<file path="src/hdl/lgrw_pkg.sv">
package lgrw_pkg;

    // field widths of the request and response beats
    localparam int REQ_W       = 2;
    localparam int TEAM_W      = 6;
    localparam int POINTS_W    = 8;
    localparam int RAND_W      = 16;
    localparam int VISIT_OUT_W = 17;
    localparam int CFG_W       = 7;
    localparam int LOSS_W      = 8;

    // defaults for the top-level parameters
    localparam int MAX_TEAMS_DEF   = 64;
    localparam int RAND_BITS_DEF   = 16;
    localparam int VISIT_WIDTH_DEF = 17;

    localparam logic [CFG_W-1:0]  NUM_TEAMS_RST = 7'd64;
    localparam logic [LOSS_W-1:0] LOSS_MAX      = 8'hFF;

    // request kinds
    localparam logic [REQ_W-1:0] REQ_GAME  = 2'd0;
    localparam logic [REQ_W-1:0] REQ_START = 2'd1;
    localparam logic [REQ_W-1:0] REQ_STEP  = 2'd2;
    localparam logic [REQ_W-1:0] REQ_READ  = 2'd3;

    // response status
    localparam logic STATUS_OK    = 1'b0;
    localparam logic STATUS_RANGE = 1'b1;

    typedef struct packed {
        logic [REQ_W-1:0]    req_type;
        logic [TEAM_W-1:0]   team_a;
        logic [POINTS_W-1:0] points_a;
        logic [TEAM_W-1:0]   team_b;
        logic [POINTS_W-1:0] points_b;
        logic [RAND_W-1:0]   rand_value;
    } t_req;

    typedef struct packed {
        logic                   status;
        logic [TEAM_W-1:0]      current_team;
        logic [VISIT_OUT_W-1:0] visit_count;
    } t_resp;

    typedef enum logic [3:0] {
        ST_CLEAR,
        ST_IDLE,
        ST_DECODE,
        ST_GAME_WR,
        ST_VISIT,
        ST_SUM,
        ST_MUL,
        ST_PICK,
        ST_SEL,
        ST_DONE
    } t_state;

endpackage

</file>
<file path="src/hdl/lgrw_out_reg.sv">
module lgrw_out_reg (
    input  logic                 i_clk,
    input  logic                 i_rst_n,
    input  logic                 i_load,
    input  lgrw_pkg::t_resp      i_data,
    output logic                 o_free,
    output logic                 o_valid,
    input  logic                 i_ready,
    output lgrw_pkg::t_resp      o_data
);

    logic            r_valid;
    lgrw_pkg::t_resp r_data;

    assign o_free  = !r_valid || i_ready;
    assign o_valid = r_valid;
    assign o_data  = r_data;

    always_ff @(posedge i_clk) begin
        if (!i_rst_n) begin
            r_valid <= 1'b0;
        end else if (i_load) begin
            r_valid <= 1'b1;
        end else if (i_ready) begin
            r_valid <= 1'b0;
        end
    end

    always_ff @(posedge i_clk) begin
        if (i_load) begin
            r_data <= i_data;
        end
    end

endmodule

</file>
<file path="config.mk">
export PLATFORM = sky130hd
export DESIGN_NAME = lgrw_out_reg
export DESIGN_NICKNAME = d
export VERILOG_FILES = /design/src/hdl/lgrw_pkg.sv /design/src/hdl/lgrw_out_reg.sv
export SDC_FILE = /design/constraint.sdc
export NUM_CORES = 1
export LEC_CHECK = 0
export ABC_AREA = 1
export BUFFER_PORTS_ARGS = -buffer_cell sky130_fd_sc_hd__buf_4
export CAP_MARGIN = 30
export CELL_PAD_IN_SITES_DETAIL_PLACEMENT = 0
export CELL_PAD_IN_SITES_GLOBAL_PLACEMENT = 2
export CORE_MARGIN = 2
export CORE_UTILIZATION = 25
export CTS_CLUSTER_SIZE = 14
export DETAILED_ROUTE_END_ITERATION = 8
export GPL_TIMING_DRIVEN = 0
export PLACE_DENSITY = 0.76
export SYNTH_ARGS = -nofsm -noshare
export SYNTH_HDL_FRONTEND = slang
export SYNTH_SLANG_ARGS = --single-unit
export TNS_END_PERCENT = 20
</file>
<file path="constraint.sdc">
create_clock -name i_clk -period 0.8 [get_ports i_clk]
set_input_delay 0 -clock i_clk [delete_from_list [all_inputs] [get_ports i_clk]]
set_output_delay 0 -clock i_clk [all_outputs]
set_load 0.01 [all_outputs]
</file>
# Yosys cells after proc, flatten, opt, wreduce, memory -nomap -nowiden
# Cells that the tools add are included.
[totals]
register_bits = 25
word_cells = 9
[op_classes]
reduce_logical = 3
n_mux = 2
[op_table]
columns = ["operator", "n"]
rows = [
  ["2-to-1 mux 1 bit", 2],
  ["nonzero test 2 bit", 1],
  ["logical NOT 1 bit", 1],
  ["logical OR 1 bit", 1],
]

# Logic depth before layout (Yosys ltp)
[depth]
depth_word = 2
depth_mapped = 3
depth_no_buf = 3

# Least setup slack after synthesis
# No wires, ideal clock.
[synth_timing]
path_kind = "reg-to-reg"
start = "reg, netlist name o_valid"
end = "reg r_valid, in the netlist o_valid"
setup_slack_ns = 0.163
setup_time_ns = 0.066
stages_incl_launch_ff = 3
arrival_time_ns = 0.571
cell_sequence = "dfxtp_1 -> nand2_2 -> a21oi_2"
[synth_lines]
columns = ["element", "line_no", "source"]
rows = [
  ["end signal, assigned", "lgrw_out_reg.sv:21", "r_valid <= 1'b0;"],
  ["end signal, assigned", "lgrw_out_reg.sv:23", "r_valid <= 1'b1;"],
  ["end signal, assigned", "lgrw_out_reg.sv:25", "r_valid <= 1'b0;"],
  ["end, declared", "lgrw_out_reg.sv:12", "logic r_valid;"],
]

# Worst setup path after layout
[layout_timing]
start = "reg r_data (netlist bit o_data[5])"
end = "out o_data[5] in the netlist's numbering"
[layout_lines]
columns = ["element", "line_no", "source"]
rows = [
  ["start, declared", "lgrw_out_reg.sv:13", "lgrw_pkg::t_resp r_data;"],
  ["start signal, assigned", "lgrw_out_reg.sv:31", "r_data <= i_data;"],
  ["end, declared", "lgrw_out_reg.sv:9", "output lgrw_pkg::t_resp o_data"],
]
# No word-level cell between the ends.

==> impl_summary.txt <==
----------------------------------------------------
[Worst setup path]
  R2R setup slack ... 0.22 ns
  Startpoint of the most critical register-to-register path ... o_valid$_SDFFE_PN0P_
  Stages on the worst setup path ... 1
  Worst r2r dst ... o_valid$_SDFFE_PN0P_
  Worst Setup End Kind ... output pin
  Data arrival at the endpoint of the critical path ... 0.86 ns
  Buffers and inverters on the worst path ... 1
  Kind of cell with the highest combined delay on the critical path ... flip-flops
  Required time of the critical path ... 0.80 ns
  Crit Path Max Fanout ... 1
  CP peak stage delay ... around 0.42 ns
  Depth of the worst register-to-register path ... 2
  Worst path slowest cell ... edfxtp_1
  Cell Chain, Critical Path ... buf_6
  Kind of start point of the critical path ... flop
  Startpoint-to-endpoint class of the critical path ... reg2out

[Drt]
  Antenna viol nets, final ... 0
  First-pass DRT Iterations ... 2
  DRC Markers ... 0
  Detailed Route Iter0 Violations ... 8
  Routed length per placed instance ... 12.4 microns
  Total Wirelength ... 1800 microns
  DR vias/cell ... 4.00
  Total via count after detailed routing ... slightly below 600

[Clock network]
  Buffer count from post-CTS setup fixing ... 0
  TritonCTS clock tree ... yes
  Clock-pin transition on the worst setup and hold timing paths ... 0.12 ns
  Cts hold-fix bufs ... 25
  Root Buffer ... clkbuf_4
  Clk sink count ... 25
  Max H-tree Level ... 1
  CTS buffer count ... 3
  Latest clock arrival within the worst-skew pair ... 0.30 ns
  Clock tree buffer depth ... 2

[Timing]
  Clock period minus worst slack ... roughly 0.86 ns
  Max-slew headroom ... 79.5%
  Least-Margin Pin Slew ... 0.307 ns
  RSZ-0062 raised after global routing ... yes
  Fmax ... approximately 1200 MHz
  Number of hold violations in the final report ... 1
  Share of the clock period used by the worst path after layout ... 108%
  Fin worst setup slack ... -0.0602 ns
  Clock Skew ... 0 ns
  Final setup vio count ... 25
  Final Hold Slack ... -0.0395 ns
  Number of max-slew violations in the final report ... 0

[Global route]
  Global-route total usage across every layer ... between 10% and 20%
  Remaining Overflow, GRT ... 0
  Largest net degree at the start of global routing ... 26
  Global-route wire length before repair ... roughly 2800 microns
  Antenna violations before repair ... 0
  Via count of the first global-routing pass ... 679

[Synthesis]
  Share of the yosys chip area belonging to registers ... about 97%
  Synth cell types ... 5
  Dominant cells by area after synthesis ... edfxtp_1 94%, dfxtp_1 2.6%, inv_1 1.5%
  Synthesized netlist cell count ... 30
  Area leader, netlist ... edfxtp_1
  Flop and latch count out of synthesis ... 25
  Netlist area before placement ... about 770 sq um
  Synth top area share ... around 94%
  Count of yosys warnings during synthesis ... 0
  Mean cell area of the mapped netlist ... between 20 and 30 sq um
  Syn nets ... 58

[Floorplanning]
  Y dimension of the die ... 59.4 microns
  Placeable core region ... about 3000 sq um
  I/O pins ... 54
  Number of placement rows ... 20
  Initial Utilization ... between 20 and 30%
  Area enclosed by the die boundary ... ~3500 sq um
  Die width ... 59.4 microns

[Finish]
  Syn-to-layout area delta ... 105%
  Core occupancy in the finished layout ... 52.7%
  Sequential Area ... 742 sq um
  Number of nets in the layout ... around 140
  Area of combinational cells with multiple inputs ... 15.0 sq um
  Share of final-layout standard cells stronger than drive strength 1 ... 52.7%
  Number of fillers in the final layout ... 242
  Antenna Diode Count ... 0

[Min path]
  Startpoint of the worst hold path ... i_ready
  Worst hold path type ... in2reg
  Worst Hold Path EP ... o_valid$_SDFFE_PN0P_
  Number of cells on the worst hold path ... 4

[Run]
  Max-capacitance violation count ... 0

[Status]
  Run status ... finished, violations left
  Violations in the final reports ... hold timing, setup timing

[Place]
  I/O Buffers ... 53
  Worst setup timing slack at the placement stage ... 0.164 ns
  Gp weighted congestion ... 0.706
  Detailed-placement wirelength estimate ... roughly 1200 microns

[Power and ir drop]
  Worst vdd ir ... 0.00101 V
  Total power divided by cell area ... 1660 nW/um^2
  Total power after layout ... 2610 uW
  Leak Pwr ... 0.000666 uW

----------------------------------------------------
## power breakdown
part           switching, uW  total (uW)  internal [uW]
clock                    331         525            194
sequential              44.4        1590           1550
combinational            156         490            334
## flip-flops by register name, indices dropped and copies added, names as in the netlist
name     cells
o_data      24
o_valid      1
## cells by family (layout without fill, tap and decap cells)
| family | after synthesis | count (layout) | share of synthesized area [%] |
|---|---|---|---|
| buf+inv | 3 | 85 | 1.47 |
| flops | 25 | 25 | 96.6 |
| simple gates | 1 | 1 | 0.816 |
| compound gates | 1 | 1 | 1.14 |
## final cells by class
type / count / share of cell area, %
sequential: 25 / 47.3
timing repair buffer: 78 / 46.8
tap: 33 / 2.63
clock buffer: 4 / 1.67
multi-input combinational: 2 / 0.956
inverter: 3 / 0.717
## metal layers
| layer | wire length, microns | GRT usage (%) |
|---|---|---|
| met1 | 564 | 9.32 |
| met2 | 1040 | 21.7 |
| met3 | 197 | 5.24 |
| met4 | 0 | 2.92 |
| met5 | 0 | 0 |
## layout by cell type, fill, tap and decap left out
master / synthesis / layout
dfxtp_2: 0 / 1
edfxtp_1: 24 / 24
clkbuf_1: 0 / 1
clkbuf_4: 0 / 3
buf_4: 0 / 30
buf_6: 0 / 23
nand2_2: 1 / 1
a21oi_2: 1 / 1
inv_1: 3 / 3
dlygate4sd3_1: 0 / 25
## worst max path at each step
stage / slack, ns / start / endpoint
2_1_floorplan: 0.16 / o_valid$_SDFFE_PN0P_ / o_valid$_SDFFE_PN0P_
3_3_place_gp: 0.18 / i_load / o_data[8]$_DFFE_PP_
3_5_place_dp: 0.16 / i_load / o_data[17]$_DFFE_PP_
4_1_cts: -0.08 / o_data[21]$_DFFE_PP_ / o_data[21]
5_1_grt: -0.11 / o_data[5]$_DFFE_PP_ / o_data[5]
6_report: -0.06 / o_data[5]$_DFFE_PP_ / o_data[5]
## per-stage QoR
step,std cells,instance area (sq um),hold slack [ns],TNS (ns)
finish,145,1570,-0.0395,-0.867
global route,145,1570,-0.0492,-2.21
CTS,145,1530,-0.0437,-1.26
detailed placement,116,1210,0.180,0
global placement,116,1210,0.178,0
floorplan,30,767,0.0989,0
## synth_stat cells
cell / count
inv_1: 3
edfxtp_1: 24
dfxtp_1: 1
nand2_2: 1
a21oi_2: 1
## timing repair
action,4_1_cts,5_1_grt
endpoints found under the hold margin,25,1
endpoints found under the setup margin,26,26
resized for setup,14,10
pin swaps,1,0
Power figures use the tool's default switching activity.
