--- src/hdl/lgrw_scale.sv ---
module lgrw_scale #(
    parameter int RAND_BITS = 16,
    parameter int COUNT_W   = 15
) (
    input  logic                 i_clk,
    input  logic [RAND_BITS-1:0] i_rand,
    input  logic [COUNT_W-1:0]   i_count,
    output logic [COUNT_W-1:0]   o_pick
);

    localparam int PW = RAND_BITS + COUNT_W;

    logic [PW-1:0] r_prod;

    // floor(rand * count / 2^RAND_BITS), product registered
    always_ff @(posedge i_clk) begin
        r_prod <= PW'(i_rand) * PW'(i_count);
    end

    assign o_pick = COUNT_W'(r_prod >> RAND_BITS);

endmodule

--- config.mk ---
export PLATFORM = sky130hd
export DESIGN_NAME = lgrw_scale
export DESIGN_NICKNAME = d
export VERILOG_FILES = /design/src/hdl/lgrw_scale.sv
export SDC_FILE = /design/constraint.sdc
export NUM_CORES = 1
export LEC_CHECK = 0
export BUFFER_PORTS_ARGS = -buffer_cell sky130_fd_sc_hd__buf_2
export CAP_MARGIN = 25
export CORE_UTILIZATION = 40
export DETAILED_ROUTE_END_ITERATION = 8
export HOLD_SLACK_MARGIN = 0.08
export MAX_ROUTING_LAYER = met4
export PLACE_DENSITY = 0.56
export SKIP_LAST_GASP = 1
export SYNTH_ARGS = -nofsm -noshare
export SYNTH_HDL_FRONTEND = slang
export SYNTH_SLANG_ARGS = --single-unit
--- constraint.sdc ---
create_clock -name i_clk -period 7.9 [get_ports i_clk]
set_clock_uncertainty 0.15 [all_clocks]
set_input_delay 1.58 -clock i_clk [delete_from_list [all_inputs] [get_ports i_clk]]
set_output_delay 1.58 -clock i_clk [all_outputs]
set_load 0.01 [all_outputs]
Word level (Yosys, flattened, before mapping)
Index checks and enable logic that the tools add are counted.
{"block": "word_totals", "reg_bits": 31, "latchBits": 0, "ramBits": 0, "mem_bits_ro": 0, "output_inout_bits": 15, "memories": 0}
{"block": "classes", "add_sub_neg": 0, "mul": 1, "n_div": 0, "n_lt_le_gt_ge": 0, "n_eq_ne": 0, "n_shift": 0, "mux": 0, "n_bitwise": 0, "reduce_logical": 0}
{"operator": "multiplier 16 x 15 -> 31 bit", "n": 1}

Longest topological paths before layout
Gate-level depths: netlist of run 1.
{"block": "depth", "depth_word": 1, "depth_mapped": 22, "depth_no_buf": 21}

Worst setup path before layout of run 1
Ideal clock, no wire load.
{"block": "synth_timing", "kind": "input to register", "start": "in i_rand[14]", "end": "reg r_prod[26]", "setup_time_ns": 0.072, "arrival_ns": 6.577, "path_slack_ns": 1.101, "cell_stages": 19, "path_buffers": 1, "cell_sequence": "clkbuf_1 -> and2_1 -> fa_1 -> inv_1 -> fa_1 -> inv_1 -> fa_1 -> fa_1 -> fa_1 -> inv_1 -> fa_1 -> inv_1 -> ha_1 -> nand4_1 -> or2_1 -> nor4_2 -> o21ai_1 -> o41ai_2 -> xnor2_1"}
{"block": "synth_between", "elab_chain_cells": 1}
{"element": "from (decl)", "line_no": "6", "text": "input logic [RAND_BITS-1:0] i_rand,"}
{"element": "multiplier 16 x 15 -> 31 bit", "line_no": "17", "text": "r_prod <= PW'(i_rand) * PW'(i_count);"}
{"element": "to (signal assigned)", "line_no": "17"}
{"element": "to (decl)", "line_no": "13", "text": "logic [PW-1:0] r_prod;"}
No other way between the ends.

Final worst setup path of run 1
{"block": "layout_timing", "start": "in i_rand[13]", "end": "reg r_prod[29]"}
Same word-level chain as after synthesis.

==> impl_metrics.tcl, run 1 <==
set metrics [dict create \
    fin_setup_tns_ns 0 \
    cp.buffers_inverters 5 \
    cp_common_cell "fa_1" \
    critPathRequiredTime_ns 7.91 \
    port_buffers 46 \
    synthesis.area_sq_um 7990 \
    grt_first_pass_wirelength_mm 30.8 \
    dp.cells 1145 \
    synthCells 867 \
    hold_class "flip-flop to primary output" \
    fin_crit_ns 6.98 \
    start_util 0.409 \
    yosys_warnings 0 \
    first_pass_iters 4 \
    multiInputGateArea_sq_um 6870 \
    crit_type "primary input to flip-flop" \
    grt_max_degree 17 \
    slowest_stage "fa_1" \
    die_w_um 143 \
    fp.dieH_um 143 \
    cts_inserted_buffers 3 \
    dp_hpwl_mm 15.1 \
    drc 0 \
    post_drt_wl_per_cell_um 15.8 \
    cts_max_level 1 \
    grt_pass1_vias 6167 \
    grt.total_usage 0.199 \
    ios 47 \
    drive_above_1_share 0.0713 \
    finalHoldViolations 0 \
    fillers 2011 \
    end_kind "flip-flop" \
    syn-mean-instance-area_sq_um 9.21 \
    slowest_delay_ns 0.53 \
    synth_area_leader_cell "fa_1" \
    ant_nets 0 \
    layoutNonFillerInstCount 1149 \
    largest_reg_flops 15 \
    syn2layout_area_growth_pct 6.48 \
    slew_violations 0 \
    cpLargestDelayFamily "adder cells" \
    grt_overflow 0 \
    drv_cap 0 \
    via_per_inst 4.99 \
    fin_crit_sh 0.883 \
    cts_setup_buffers 0 \
    die_area_sq_um 20500 \
    seq_area_frac_synth 0.0376 \
    cts_hold_buffers 0 \
    setup-violations-final 0 \
    worstMarginPinSlew_ns 0.480 \
    rsz0062_at_grt "no" \
    cts_resized 0 \
    cts_sinks 15 \
    synthArstFlopShare 0 \
    diodes 0 \
    antenna_found_initial 0 \
    fmax_ghz 0.143 \
    registers.top_by_ff_count "r_prod" \
    cp.arrival_ns 6.99 \
    synth-edff-count 0 \
    clock_path_buffers 2 \
    relSlewSlack 0.676 \
    startpoint_type "primary input" \
    wirelength_mm 18.1 \
    synth_nets 1170 \
    synthFlopType "dfxtp_1" \
    hold_ws_ns 2.08 \
    tritoncts "built" \
    ys_seq_elements 15 \
    fp.coreArea_sq_um 19500 \
    drtIter0Drc 159 \
    cts-root-buf "clkbuf_16" \
    place_congestion 0.807 \
    status "complete, no violations" \
    path_cells "buf_2 > and2_1 > fa_1 > inv_1 > fa_1 > inv_1 > fa_1 > fa_1 > fa_1 > inv_1 > fa_1 > inv_1 > ha_1 > a21oi_1 > o21bai_1 > a21oi_1 > o21ai_0 > o31ai_4 > o21a_1 > xnor2_1" \
    seq_area_sq_um 300 \
    path_max_fanout 15 \
    synth.top_cells.by_area "fa_1 (45%), ha_1 (14%), and2_1 (11%)" \
    clkTransAtPathRegs_ns 0.05 \
    num_rows 51 \
    utilization 0.436 \
    nets 1188 \
    num_vias 5738 \
    ys_types 47 \
    reg_top3 "r_prod (15)" \
    synth_top_area_share 0.449 \
]
## kinds of logic after synthesis
kind of cell    Yosys count  synth area share
simple gates            283             0.191
buf+inv                 218             0.102
xor+xnor                 16            0.0175
fa+ha+maj               271             0.593
flops                    15            0.0376
compound gates           64            0.0586
## per-stage QoR
| step | instance area (sq um) | setup WS, ns |
|---|---|---|
| 3_5_place_dp | 8430 | 0.630 |
| 3_3_place_gp | 8430 | 0.694 |
| 6_report | 8510 | 0.923 |
| 5_1_grt | 8510 | 0.600 |
| 4_1_cts | 8510 | 0.874 |
| 2_1_floorplan | 7990 | 1.10 |
## layout by cell type (no fill, tap or decap), drive strengths merged, types with 2 or more instances in the layout
cell	netlist	layout
ha	92	92
nor2b	3	3
a21oi	14	14
o211ai	3	3
o21a	3	3
nor4	4	4
nand2b	3	3
o31ai	3	3
nand4	9	9
a21o	12	12
clkbuf	33	3
and2	142	142
xnor2	9	9
buf	0	46
inv	185	185
fa	179	179
a211oi	3	3
nand2	106	106
a31oi	2	2
xor2	7	7
o21bai	2	2
o21ai	12	12
dfxtp	15	15
nor2	6	6
nand3	5	5
## area by class of cell
type	count	share of cell area
Clock buffer	3	0.00882
Clock inverter	1	0.000588
Inverter	185	0.0816
Multi-Input combinational cell	634	0.808
Sequential cell	15	0.0353
Tap cell	265	0.0390
Timing Repair Buffer	46	0.0271
## cell usage after synthesis, types with 5 or more instances
library cell / instances
clkbuf_1: 33
xor2_1: 7
a21o_1: 12
inv_1: 185
o21ai_0: 8
nand3_1: 5
nor2_1: 5
a21oi_1: 14
and2_1: 139
dfxtp_1: 15
nand4_1: 9
xnor2_1: 9
ha_1: 92
fa_1: 179
nand2_1: 106
## metal layers
layer / routed length [um] / GRT usage
met4: 305 / 0.0330
met2: 9770 / 0.364
met5: 0 / -
met1: 7610 / 0.246
met3: 433 / 0.0113
## final timing paths
check	startpoint	end	slack, ns	cells past startpoint
setup / recovery	i_rand[13]	r_prod[29]$_DFF_P_	0.92	20
hold / removal	r_prod[23]$_DFF_P_	o_pick[7]	2.08	1
Power of run 1 is not shown: default switching activity piles up to over one toggle a cycle in this logic, so the estimate is an artifact.
==> inputs of run 2 (changes only) <==
--- a/config.mk
+++ b/config.mk
@@ -7,12 +7,12 @@
 export LEC_CHECK = 0
 export BUFFER_PORTS_ARGS = -buffer_cell sky130_fd_sc_hd__buf_2
 export CAP_MARGIN = 25
-export CORE_UTILIZATION = 40
+export CORE_ASPECT_RATIO = 1.2
+export CORE_UTILIZATION = 50
 export DETAILED_ROUTE_END_ITERATION = 8
 export HOLD_SLACK_MARGIN = 0.08
 export MAX_ROUTING_LAYER = met4
-export PLACE_DENSITY = 0.56
-export SKIP_LAST_GASP = 1
+export PLACE_DENSITY = 0.68
 export SYNTH_ARGS = -nofsm -noshare
 export SYNTH_HDL_FRONTEND = slang
 export SYNTH_SLANG_ARGS = --single-unit
==> impl_metrics.tcl, run 2 (synthesized netlist as in run 1, its figures left out) <==
set metrics [dict create \
    drtIter0Drc 242 \
    fp.dieH_um 140 \
    startpoint_type "primary input" \
    largest_reg_flops 15 \
    path_cells "buf_2 > and2_1 > fa_1 > inv_1 > fa_1 > inv_1 > fa_1 > fa_1 > fa_1 > inv_1 > fa_1 > inv_1 > ha_1 > nand4_1 > or2_1 > nor4_2 > nor2_1 > o21ai_0 > xor2_1" \
    cts_sinks 15 \
    cts-root-buf "clkbuf_16" \
    cp_common_cell "fa_1" \
    tritoncts "built" \
    post_drt_wl_per_cell_um 15.9 \
    grt_max_degree 17 \
    die_area_sq_um 16500 \
    slowest_stage "fa_1" \
    num_rows 50 \
    drive_above_1_share 0.0701 \
    hold_ws_ns 2.08 \
    ios 47 \
    fillers 1527 \
    cp.buffers_inverters 5 \
    path_max_fanout 15 \
    place_congestion 0.854 \
    die_w_um 117 \
    slew_violations 0 \
    setup-violations-final 0 \
    wirelength_mm 17.4 \
    slowest_delay_ns 0.53 \
    cts_setup_buffers 0 \
    ant_nets 0 \
    cts_hold_buffers 0 \
    fin_crit_ns 6.98 \
    grt_pass1_vias 6079 \
    utilization 0.539 \
    first_pass_iters 4 \
    cts_inserted_buffers 3 \
    reg_top3 "r_prod (15)" \
    registers.top_by_ff_count "r_prod" \
    mostFrequentLayoutCells "inv_1 (185), fa_1 (179), and2_1 (139), nand2_1 (106), ha_1 (92)" \
    finalHoldViolations 0 \
    status "complete, no violations" \
    port_buffers 46 \
    hold_class "flip-flop to primary output" \
    rsz0062_at_grt "no" \
    dp_hpwl_mm 14.7 \
    grt.total_usage 0.231 \
    drv_cap 0 \
    end_kind "flip-flop" \
    fin_crit_sh 0.883 \
    crit_type "primary input to flip-flop" \
    clock_path_buffers 2 \
    antenna_found_initial 0 \
    syn2layout_area_growth_pct 5.58 \
    fin_setup_tns_ns 0 \
    final_common_cell "inv_1" \
    grt_first_pass_wirelength_mm 29.3 \
    cts_resized 0 \
    diodes 0 \
    nets 1188 \
    worstMarginPinSlew_ns 0.490 \
    cpLargestDelayFamily "adder cells" \
    grt_overflow 0 \
    fp.coreArea_sq_um 15600 \
    num_vias 5747 \
    critPathRequiredTime_ns 7.91 \
    fmax_ghz 0.143 \
    cp.arrival_ns 6.99 \
    drc 0 \
    use_met1 0.253 \
    cts_max_level 1 \
    grt_util_met3 0.0171 \
    start_util 0.511 \
    clkTransAtPathRegs_ns 0.04 \
    use_met2 0.443 \
    relSlewSlack 0.670 \
    top_usage_layer "met2" \
    via_per_inst 5.26 \
]
## run 2: cell types whose count changed in the layout (fill, tap and decap cells not counted)
cell,delta
clkinv_2,-1
clkbuf_1,+1
## run 2: stage by stage
step           instances  worst slack, ns  area (sq um)
2_1_floorplan        867             1.10          7990
3_3_place_gp        1088            0.763          8360
3_5_place_dp        1088            0.671          8360
4_1_cts             1092            0.901          8430
5_1_grt             1092            0.656          8430
6_report            1092            0.922          8430
## run 2: cell type report
class | count | area [sq um] | share of cell area
Sequential cell | 15 | 300 | 0.0356
Timing Repair Buffer | 46 | 230 | 0.0273
Multi-Input combinational cell | 634 | 6870 | 0.815
Tap cell | 208 | 260 | 0.0309
Clock buffer | 4 | 78.8 | 0.00935
Inverter | 185 | 694 | 0.0823
## run 2: path summary, 6_finish.rpt
path,startpoint,end,cells past startpoint
worst max-delay path,i_rand[12],r_prod[22]$_DFF_P_,19
worst min-delay path,r_prod[22]$_DFF_P_,o_pick[6],1
## run 2: per-layer routing
metal  share of wire  vias to the layer above
li1                -                     2647
met1            0.37                     2968
met2            0.57                      102
met3           0.023                       30
met4           0.031                        0
met5               0                        -
Power of run 2 is left out for the same reason.
