### src/hdl/lgrw_ram.sv
module lgrw_ram #(
    parameter int WIDTH = 8,
    parameter int DEPTH = 64
) (
    input  logic                     i_clk,
    input  logic                     i_we,
    input  logic [$clog2(DEPTH)-1:0] i_waddr,
    input  logic [WIDTH-1:0]         i_wdata,
    input  logic                     i_re,
    input  logic [$clog2(DEPTH)-1:0] i_raddr,
    output logic [WIDTH-1:0]         o_rdata
);

    logic [WIDTH-1:0] r_mem [DEPTH];
    logic [WIDTH-1:0] r_rdata;

    always_ff @(posedge i_clk) begin
        if (i_we) begin
            r_mem[i_waddr] <= i_wdata;
        end
        if (i_re) begin
            r_rdata <= r_mem[i_raddr];
        end
    end

    assign o_rdata = r_rdata;

endmodule

### config.mk
export PLATFORM = sky130hd
export DESIGN_NAME = lgrw_ram
export DESIGN_NICKNAME = d
export VERILOG_FILES = /design/src/hdl/lgrw_ram.sv
export SDC_FILE = /design/constraint.sdc
export NUM_CORES = 1
export LEC_CHECK = 0
export BUFFER_PORTS_ARGS = -buffer_cell sky130_fd_sc_hd__buf_2
export CAP_MARGIN = 20
export CORE_MARGIN = 2
export CORE_UTILIZATION = 55
export CTS_BUF_LIST = sky130_fd_sc_hd__clkbuf_4
export CTS_CLUSTER_SIZE = 10
export DETAILED_ROUTE_END_ITERATION = 16
export PLACE_DENSITY = 0.78
export SETUP_SLACK_MARGIN = 0.15
export SKIP_LAST_GASP = 1
export SLEW_MARGIN = 20
export SYNTH_ARGS = -nofsm -noshare
export SYNTH_HDL_FRONTEND = slang
export SYNTH_SLANG_ARGS = --single-unit
export TNS_END_PERCENT = 10
### constraint.sdc
create_clock -name i_clk -period 2.2 [get_ports i_clk]
set_input_delay 0.22 -clock i_clk [delete_from_list [all_inputs] [get_ports i_clk]]
set_output_delay 0.22 -clock i_clk [all_outputs]
set_load 0.02 [all_outputs]
# [Word-level counts from Yosys, hierarchy flattened]
# Memories as Yosys holds them, arrays and structs flattened. A register that Yosys moved wholly into a read port is not among the register bits.
# Cells that the tools add are included.
[word_totals] reg_bits=0 memories=1 ram_bits=512
[mem_list] name="r_mem" depth=64 word_bits=8 read_ports=1 rd_ports_with_merged_regs=1 wr=1 line="14" source="logic [WIDTH-1:0] r_mem [DEPTH];"
[op_classes] n_mux=2
[ops] cell="1-bit 2-to-1 mux" count=2

# [Logic depth before layout (Yosys ltp)]
# Gate-level depths: netlist (run 1).
[depth] ltp_word=2 ltp_mapped=9 mapped_depth_nobuf=5

# [Worst setup path before layout (run 1)]
# OpenSTA, ideal clock, no wires.
[synth_timing] path_kind="input to register" start="input i_raddr[1]" end="register r_rdata[3], in the netlist o_rdata[3] (read register of r_mem), data pin" cell_stages=7 path_slack_ps=174 required_time_ps=1934 t_arrival_ps=1760 path_buffers=3 setup_ps=266 path_cell_list="buf_4 > buf_2 > buf_2 > mux4_2 > mux4_2 > o21ai_1 > o41ai_1"
[synth_lines] item="start, declared" line="10" source="input logic [$clog2(DEPTH)-1:0] i_raddr,"
[synth_lines] item="end, declared" line="15" source="logic [WIDTH-1:0] r_rdata;"

==> results by group, run 1 <==
Synthesis
  • Gate Count Post-Synth: between 900 and 1000
  • Cell taking the most area after synthesis: edfxtp_1
  • Syn. warnings: 0
  • Register area share after synthesis: between 70% and 80%
  • Number of synthesized flops with an enable pin: 520
  • Ys async rst share: 0%
  • Most common cell in the netlist: edfxtp_1
  • Synth Register Bits: 520
  • Mapped Nets: around 960
  • Yosys top cell area share: 77.1%
  • Synth Flop Type: edfxtp_1
  • Largest cells by area after synthesis: edfxtp_1, mux4_2, nor2_1
  • Yosys cell types: 39
  • Cell area after synthesis: 20200 sq um
  • Commonest cells in the netlist: edfxtp_1, mux4_2, nor2_1, mux2i_1, nand2_1
  • Mean Syn Cell Area: roughly 22 sq um

Timing
  • Setup violations, final: 0
  • Final setup slack of the worst path: between 100 and 150 ps
  • Setup Total Neg Slack: 0 ps
  • Post-route minimum period: 2060 ps
  • Final period util: a little over nine tenths
  • Worst-margin pin slew: ~860 ps
  • Clock skew: around 56 ps
  • Max-slew headroom: 42.5%
  • Fmax: 485 MHz
  • Final Hold Fails: 0
  • RSZ-0062 raised after global routing: yes
  • Final slew viol count: 0

Routing
  • Residual DRC count: 0
  • Drt first pass iters: 5
  • Routed WL per cell: 25.3 microns
  • WL final: about 45000 microns
  • Total vias in the final route: 10952
  • DRC marker count from the first detailed-route iteration: 1366
  • DR vias/cell: between 6 and 7
  • Routed Antenna Nets: 0

Clocking
  • Reg clk slew, reported paths: ~70 ps
  • Worst-Skew Late Latency: between 700 and 800 ps
  • H-tree levels: 4
  • CTS tree: done
  • TritonCTS buffer count: 130
  • Clock Path Buffers: 3
  • Post-CTS Repair Setup Buffers: 0
  • Root buffer cell: clkbuf_4
  • Clock sinks: between 500 and 600

Global route
  • All-Layer GR Usage: roughly 24%
  • Pin count of the biggest net entering global routing: 65
  • Global route hottest layer: met2
  • Grt total ovfl: 0
  • Vias in the first global route: between 10000 and 15000
  • Met2 Use GR: 39.3%
  • First-pass GRT wire length: about 68000 microns
  • Met1 GRT Util: 33.0%
  • Initial antenna violation count: 2
  • M3 GR Usage: 5.57%

Place
  • Final GP Congestion: approximately 0.85
  • Dpl ws: -255 ps
  • Port bufs: 30
  • Placed Cells incl. Taps: roughly 1500
  • DPL Wire Length: roughly 29000 microns
  • Cell Area, Placed: around 22000 sq um

Floorplanning
  • Core area: about 36000 sq um
  • # IOs: 31
  • Die area: approximately 38000 sq um
  • Die X: 196 microns
  • Initial core utilization: about 56%
  • Die Y: a little under 200 microns
  • Row Count: 70

Critical path
  • CP Class: reg2reg
  • Req. time, crit path: 2730 ps
  • Crit end category: flip-flop
  • Critical path fanouts, max: 1
  • WP data arrival: about 2600 ps
  • CP Launch Type: flip-flop

Final layout
  • Nets: 1248
  • Area Overhead vs Synth: 18.8%
  • Finished Cell Area: 24000 sq um
  • Fraction of layout cells with a size suffix above 1: between 40% and 50%
  • Layout Utilization: around 66%
  • Post-Layout Cell Count: around 1800

Status
  • Outcome: complete, no violations

Pwr
  • Leak: just over 8 nW
  • Max VDD drop: around 480 uV
  • Pwr dens: approximately 870 nW/um^2

Min path
  • Hold WC Path Type: in2reg

Flow run
  • Max-cap check violation count: 0
[cell usage in the layout (no fill, tap or decap), types with 5 or more instances in the layout]
| master | instances |
|---|---|
| edfxtp_1 | 520 |
| clkbuf_4 | 187 |
| buf_4 | 149 |
| mux4_2 | 126 |
| nor2_1 | 83 |
| buf_2 | 27 |
| clkinv_1 | 24 |
| mux2i_1 | 23 |
| nand2_1 | 19 |
| nor2b_1 | 14 |
| buf_12 | 14 |
| mux2_2 | 13 |
| nand3_1 | 13 |
| dlygate4sd3_1 | 13 |
| bufinv_16 | 9 |
| o221ai_1 | 8 |
| o22ai_1 | 8 |
| nand2b_1 | 7 |
| nor3_1 | 5 |
[worst paths after layout]
check        cells past startpoint    startpoint            to  slack, ps
min                              2    i_wdata[7]  r_mem[49][7]         80
min reg2reg                      3  r_mem[30][4]    o_rdata[4]        970
max reg2reg                      5  r_mem[47][1]    o_rdata[1]        140
max                              5  r_mem[47][1]    o_rdata[1]        140
[power breakdown]
part           total [mW]  switching (mW)  internal (mW)  leakage [nW]
clock                8.67            3.70           4.97          1.04
sequential           11.0          0.0344           11.0          4.69
combinational        1.16           0.661          0.498          2.35
total                20.8            4.40           16.4          8.08
[state kept, by name, indices dropped and copies added (netlist names)]
signal and cells:
r_mem 512, o_rdata 8
[stage by stage]
stage	power, mW	hold WS [ps]
global placement	12.3	585
global route	21.6	31.5
floorplan	11.8	319
detailed placement	12.4	591
CTS	21.0	-93.8
finish	20.8	79.4
[timing repair]
action / in CTS / in global routing
endpoints found under the setup margin: 6 / 8
hold buffers: 12 / 1
gates cloned: 0 / 0
hold endpoints to repair: 143 / 3
pin swaps: 0 / 1
resized for setup: 2 / 6
[layer usage]
metal | up-vias | part of all wire, %
li1 | 4602 | -
met5 | - | 0
met4 | 0 | 2.4
met3 | 86 | 9.4
met2 | 636 | 50
met1 | 5628 | 39
[cells by family (layout without fill, tap and decap cells)]
group | Yosys count | count (layout) | share of synthesized area, %
AO/OA/AOI/OAI | 54 | 54 | 2.06
buffers and inverters | 51 | 429 | 1.56
flip-flops | 520 | 520 | 77.1
multiplexers | 162 | 162 | 15.9
other | 0 | 2 | 0
AND/OR/NAND/NOR | 153 | 153 | 3.37
[cell type report]
class	instances	area (sq um)
sequential	520	15600
fill	2312	12400
multi-input combinational	369	4360
timing repair buffer	204	1680
clock buffer	187	1400
tap	468	586
clock inverter	38	398
antenna	2	5.00
[critical path: stages, from the launching register on]
cell       delay (ps)
edfxtp_1          360
mux4_2            490
mux2_2            310
a221oi_1          420
buf_4             190
o2bb2ai_1          60
(Power assumes the default switching activity.)
==> run 2: changes to the inputs <==
clock period = 1.9 ns   (was 2.2 ns; I/O delays follow)
==> results by group, run 2 (synthesized netlist as in run 1, its figures left out) <==
Clocking
  • Root buffer cell: clkbuf_4
  • Clock Path Buffers: 3 (unchanged)
  • CTS tree: done
  • TritonCTS buffer count: 132 (+1.5%)
  • Reg clk slew, reported paths: 70 ps (about the same)
  • Clock sinks: 520 (unchanged)
  • H-tree levels: 4 (unchanged)
  • Worst-Skew Late Latency: 790 ps (about the same)

Timing
  • Setup violations, final: 8 (+8)
  • Max-slew headroom: 51.9% (+9.4 points)
  • Clock skew: 47.1 ps (-8.67 ps)
  • Fmax: 485 MHz (about the same)
  • RSZ-0062 raised after global routing: yes
  • Final Hold Fails: 0 (unchanged)
  • Final setup slack of the worst path: -162 ps (-299 ps)
  • Final period util: 109% (+15 points)
  • Final slew viol count: 0 (unchanged)
  • Setup Total Neg Slack: -855 ps (-855 ps)
  • Post-route minimum period: 2060 ps (-1.16 ps)
  • Worst-margin pin slew: 722 ps (-140 ps)

Critical path
  • WP data arrival: 2590 ps (about the same)
  • CP Launch Type: flip-flop
  • Buf+Inv Stages, Crit Path: 0 (-1)
  • R2R depth: 5 (unchanged)
  • Req. time, crit path: 2430 ps (-300 ps)
  • Critical path fanouts, max: 1 (unchanged)
  • Crit path cell chain: mux4_2 -> mux4_2 -> nor2_4 -> nor3_2 -> o2bb2ai_2
  • CP Class: reg2reg
  • Crit end category: flip-flop
  • Worst R2R Start: r_mem[3][1]
  • Top delay family on crit path: multiplexers
  • Crit-path max cell delay: 530 ps (+40 ps)
  • R2R setup slack: -160 ps (-300 ps)
  • CP max-delay cell: mux4_2
  • Most common cell on crit path: mux4_2
  • R2R Path End: o_rdata[1]

Flow run
  • Max-cap check violation count: 0 (unchanged)

Status
  • Failing checks: setup timing
  • Outcome: finished with violations

Global route
  • All-Layer GR Usage: 24.3% (-0.066 points)
  • Initial antenna violation count: 4 (+2)
  • First-pass GRT wire length: 67700 microns (-0.28%)
  • Vias in the first global route: 11239 (-0.17%)
  • Pin count of the biggest net entering global routing: 65 (unchanged)
  • Grt total ovfl: 0 (unchanged)

Final layout
  • Max FFs per register: 512 (unchanged)
  • Multi-input gate area: 4390 sq um (+0.55%)
  • Commonest non-fill, non-tap cell in the layout: edfxtp_1
  • Register bank with the most flops: r_mem
  • Area Overhead vs Synth: 17.8%
  • Filler cells: 2279 (-1.4%)
  • Most frequent cells in the layout: edfxtp_1, clkbuf_4, buf_4
  • Fraction of layout cells with a size suffix above 1: 40.6% (-0.20 points)
  • Layout Utilization: 65.4% (-0.55 points)
  • Nets: 1231 (-1.4%)
  • Reg area: 15600 sq um (unchanged)

Pwr
  • Combinational power share: 5.6% (about the same)
  • Seq pwr share: 53.8% (+0.9 points)
  • Total power: 23.7 mW (+14%)
  • Max VDD drop: 462 uV (-4.7%)
  • Pwr dens: 994 nW/um^2 (+15%)
  • Net Switching: 5.03 mW (+14%)
  • Internal power: 18.7 mW (+14%)
  • Leak: 7.97 nW (-1.3%)
  • Sw frac: 21.2% (+0.12 points)
  • Clock network power share: 40.6% (-1.0 points)

Min path
  • Hold WC Path Type: in2reg
  • Hold_sp: i_wdata[5]
  • Min-Delay Path Depth: 2 (unchanged)
  • WHS Endpoint: r_mem[60][5]

Routing
  • Residual DRC count: 0 (unchanged)
  • Routed WL per cell: 25.3 microns (about the same)
  • Routed Antenna Nets: 0 (unchanged)
  • WL final: 44700 microns (-1.3%)
  • Drt first pass iters: 5 (unchanged)
  • Total vias in the final route: 10654 (-2.7%)
  • DR vias/cell: 6.03 (-1.5%)
  • DRC marker count from the first detailed-route iteration: 1169 (-14%)

Floorplanning
  • Die area: 38400 sq um (unchanged)
  • Die X: 196 microns (unchanged)
  • Core area: 36400 sq um (unchanged)
  • Initial core utilization: 55.6% (unchanged)
  • Die Y: 196 microns (unchanged)
  • # IOs: 31 (unchanged)
  • Row Count: 70 (unchanged)

Place
  • Port bufs: 30 (unchanged)
  • DPL Wire Length: 27600 microns (-4.3%)
  • Dpl ws: -587 ps (-332 ps)
  • Final GP Congestion: 0.830 (-2.3%)
run 2: changes by cell type in the layout (fill, tap and decap cells not counted), moves of 2 or more:
cell,previous run,this run
clkbuf_4,187,190
buf_4,149,131
clkinv_1,24,16
clkinv_4,3,0
clkinv_2,0,5
inv_2,1,3
buf_2,27,25
bufinv_16,9,6
run 2: worst reg2reg max path: cells and delay by family (launching register included):
family / cells / cell delay (ps)
muxes: 2 / 1050
DFF: 1 / 380
and+or+nand+nor: 2 / 240
AOI/OAI and AO/OA: 1 / 140
run 2: area by class of cell:
cell class / instances / area share (%)
antenna: 3 / 0.0315
tap: 468 / 2.46
sequential: 520 / 65.5
clock buffer: 190 / 5.98
timing repair buffer: 185 / 6.47
clock inverter: 31 / 1.19
multi-input combinational: 369 / 18.4
run 2: routing by layer:
metal	GRT usage, %	part of all wire (%)	up-vias
met4	10.5	2.9	2
met5	0	0.025	-
li1	-	-	4561
met2	38.1	49	569
met3	6.00	8.5	96
met1	33.1	40	5426
run 2: repair_timing:
| action | 4_1_cts | 5_1_grt |
|---|---|---|
| endpoints found under the hold margin | 224 | 59 |
| hold buffers | 11 | 3 |
| endpoints found under the setup margin | 8 | 8 |
| gates resized for setup | 12 | 3 |
| gates cloned | 0 | 0 |
| pin swaps | 2 | 3 |
| setup buffers | 0 | 0 |
run 2: how the worst max path moves through the flow:
stage | start | to | slack, ps | cells past startpoint
2_1_floorplan | i_raddr[0] | o_rdata[7] | 20 | 7
3_3_place_gp | i_raddr[0] | o_rdata[7] | -540 | 7
3_5_place_dp | i_raddr[0] | o_rdata[3] | -590 | 7
4_1_cts | r_mem[3][1] | o_rdata[1] | -140 | 5
5_1_grt | r_mem[3][1] | o_rdata[1] | -160 | 5
6_report | r_mem[3][1] | o_rdata[1] | -160 | 5
run 2: power by group through the flow:
stage	sequential (mW)	combinational, mW	clock, mW
floorplan	13.0	0.686	0
global placement	13.0	1.24	0
detailed placement	13.0	1.27	0
CTS	12.7	1.31	9.83
global route	12.7	1.41	10.5
finish	12.7	1.32	9.62
run 2: per-stage QoR:
stage	cell area, sq um	hold WS, ps	instances
6_report	23800	108	1766
5_1_grt	23800	71.8	1764
4_1_cts	23800	-54.1	1760
3_5_place_dp	21900	582	1528
3_3_place_gp	21900	584	1528
2_1_floorplan	20300	289	940
==> run 3: changes to the inputs <==
MAX_ROUTING_LAYER = met4   (was default)
==> results by group, run 3 (synthesized netlist as in run 1, its figures left out) <==
Timing
  • Hold slack: 108 ps (-0.336 ps)
  • Clock skew: 51.2 ps (+4.15 ps)
  • Setup Total Neg Slack: -903 ps (-47.8 ps)
  • RSZ-0062 raised after global routing: yes
  • Max-slew headroom: 52.6% (+0.72 points)
  • Final slew viol count: 0 (unchanged)
  • Final period util: 109% (+0.31 points)
  • Fmax: 484 MHz (-0.29%)
  • Setup violations, final: 8 (unchanged)
  • Final setup slack of the worst path: -168 ps (-5.92 ps)
  • Final Hold Fails: 0 (unchanged)
  • Worst-margin pin slew: 711 ps (-10.9 ps)
  • Post-route minimum period: 2070 ps (+5.92 ps)

Place
  • Final GP Congestion: 0.842 (+1.5%)
  • Dpl ws: -587 ps (unchanged)
  • Port bufs: 30 (unchanged)
  • Cell Area, Placed: 21900 sq um (unchanged)
  • DPL Wire Length: 27600 microns (unchanged)
  • Placed Cells incl. Taps: 1528 (unchanged)

Final layout
  • Fraction of layout cells with a size suffix above 1: 40.6% (about the same)
  • Register bank with the most flops: r_mem
  • Area Overhead vs Synth: 17.8% (about the same)
  • Max FFs per register: 512 (unchanged)
  • Most frequent cells in the layout: edfxtp_1, clkbuf_4, buf_4
  • Layout Utilization: 65.5% (about the same)
  • Nets: 1232 (+0.081%)
  • Commonest non-fill, non-tap cell in the layout: edfxtp_1
  • Finished Cell Area: 23900 sq um (about the same)
  • Post-Layout Cell Count: 1768 (+0.11%)

Routing
  • Drt first pass iters: 5 (unchanged)
  • Routed WL per cell: 25.2 microns (-0.51%)
  • Routed Antenna Nets: 0 (unchanged)
  • DRC marker count from the first detailed-route iteration: 1153 (-1.4%)
  • Total vias in the final route: 10659 (+0.047%)
  • DR vias/cell: 6.03 (about the same)
  • WL final: 44500 microns (-0.40%)
  • Residual DRC count: 0 (unchanged)

Flow run
  • Max-cap check violation count: 0 (unchanged)

Pwr
  • Combinational power share: 5.6% (about the same)
  • Net Switching: 5.03 mW (about the same)
  • Max VDD drop: 457 uV (-1.2%)
  • Seq pwr share: 53.8% (about the same)
  • Total power: 23.7 mW (about the same)
  • Clock network power share: 40.6% (about the same)
  • Sw frac: 21.2% (about the same)
  • Leak: 7.98 nW (about the same)
  • Pwr dens: 993 nW/um^2 (about the same)
  • Internal power: 18.7 mW (about the same)

Status
  • Outcome: finished with violations
  • Failing checks: setup timing

Global route
  • Grt total ovfl: 0 (unchanged)
  • Pin count of the biggest net entering global routing: 65 (unchanged)
  • Vias in the first global route: 11204 (-0.31%)
  • Initial antenna violation count: 4 (unchanged)
  • All-Layer GR Usage: 25.0% (+0.74 points)
  • First-pass GRT wire length: 67700 microns (about the same)

Clocking
  • Reg clk slew, reported paths: 70 ps (about the same)
  • TritonCTS buffer count: 132 (unchanged)
  • CTS tree: done
  • Clock Path Buffers: 3 (unchanged)
  • H-tree levels: 4 (unchanged)
  • Worst-Skew Late Latency: 780 ps (about the same)
  • Root buffer cell: clkbuf_4
  • Clock sinks: 520 (unchanged)

Critical path
  • Req. time, crit path: 2400 ps (-30 ps)
  • WP data arrival: 2570 ps (-20 ps)
  • Critical path fanouts, max: 1 (unchanged)
  • CP Launch Type: flip-flop
  • Crit end category: flip-flop
  • R2R setup slack: -170 ps (about the same)
  • CP Class: reg2reg
  • R2R depth: 4 (-1)

Floorplanning
  • Die area: 38400 sq um (unchanged)
  • Row Count: 70 (unchanged)
  • Die Y: 196 microns (unchanged)
  • Die X: 196 microns (unchanged)
  • Initial core utilization: 55.6% (unchanged)
  • # IOs: 31 (unchanged)
  • Core area: 36400 sq um (unchanged)

Min path
  • Hold WC Path Type: in2reg
  • Min-Delay Path Depth: 2 (unchanged)
## run 3: changes by cell type in the layout (fill, tap and decap cells not counted), sizes merged
cell / previous run / this run
diode: 3 / 4
dlygate4sd3: 14 / 15
## run 3: worst paths after layout
kind,startpoint,endpoint
worst max-delay path,r_mem[34][7],o_rdata[7]
worst min-delay path,i_wdata[5],r_mem[32][5]
worst max register to register,r_mem[34][7],o_rdata[7]
worst min register to register,r_mem[30][6],o_rdata[6]
## run 3: layout make-up
| cell class | instances | area (sq um) |
|---|---|---|
| Multi-Input combinational cell | 369 | 4390 |
| Clock buffer | 190 | 1430 |
| Antenna cell | 4 | 10.0 |
| Timing Repair Buffer | 186 | 1550 |
| Clock inverter | 31 | 284 |
| Tap cell | 468 | 586 |
| Sequential cell | 520 | 15600 |
| Fill cell | 2275 | 12600 |
## run 3: per-layer routing
metal,vias to the layer above,part of all wire (%),track usage (%)
met5,-,0,-
met4,0,2.6,10.3
met3,89,7.8,5.71
met2,564,49,38.4
met1,5441,40,33.1
li1,4565,-,-
## run 3: what timing repair did
| action | 4_1_cts | 5_1_grt |
|---|---|---|
| setup buffers | 0 | 0 |
| pin swaps | 2 | 3 |
| resized for setup | 12 | 3 |
| setup endpoints to repair | 8 | 8 |
| hold buffers | 11 | 4 |
| gates cloned | 0 | 0 |
| hold endpoints to repair | 224 | 52 |
## run 3: worst max-delay path, stage by stage, from the launching register on
cell and delay [ps]:
edfxtp_1 400, mux4_2 470, mux4_2 460, o21ai_0 370, nand2_1 90
## run 3: power groups by stage
stage | logic [mW] | clock network, mW | registers, mW
floorplan | 0.686 | 0 | 13.0
global placement | 1.24 | 0 | 13.0
detailed placement | 1.27 | 0 | 13.0
CTS | 1.31 | 9.83 | 12.7
global route | 1.41 | 10.5 | 12.7
finish | 1.33 | 9.63 | 12.7
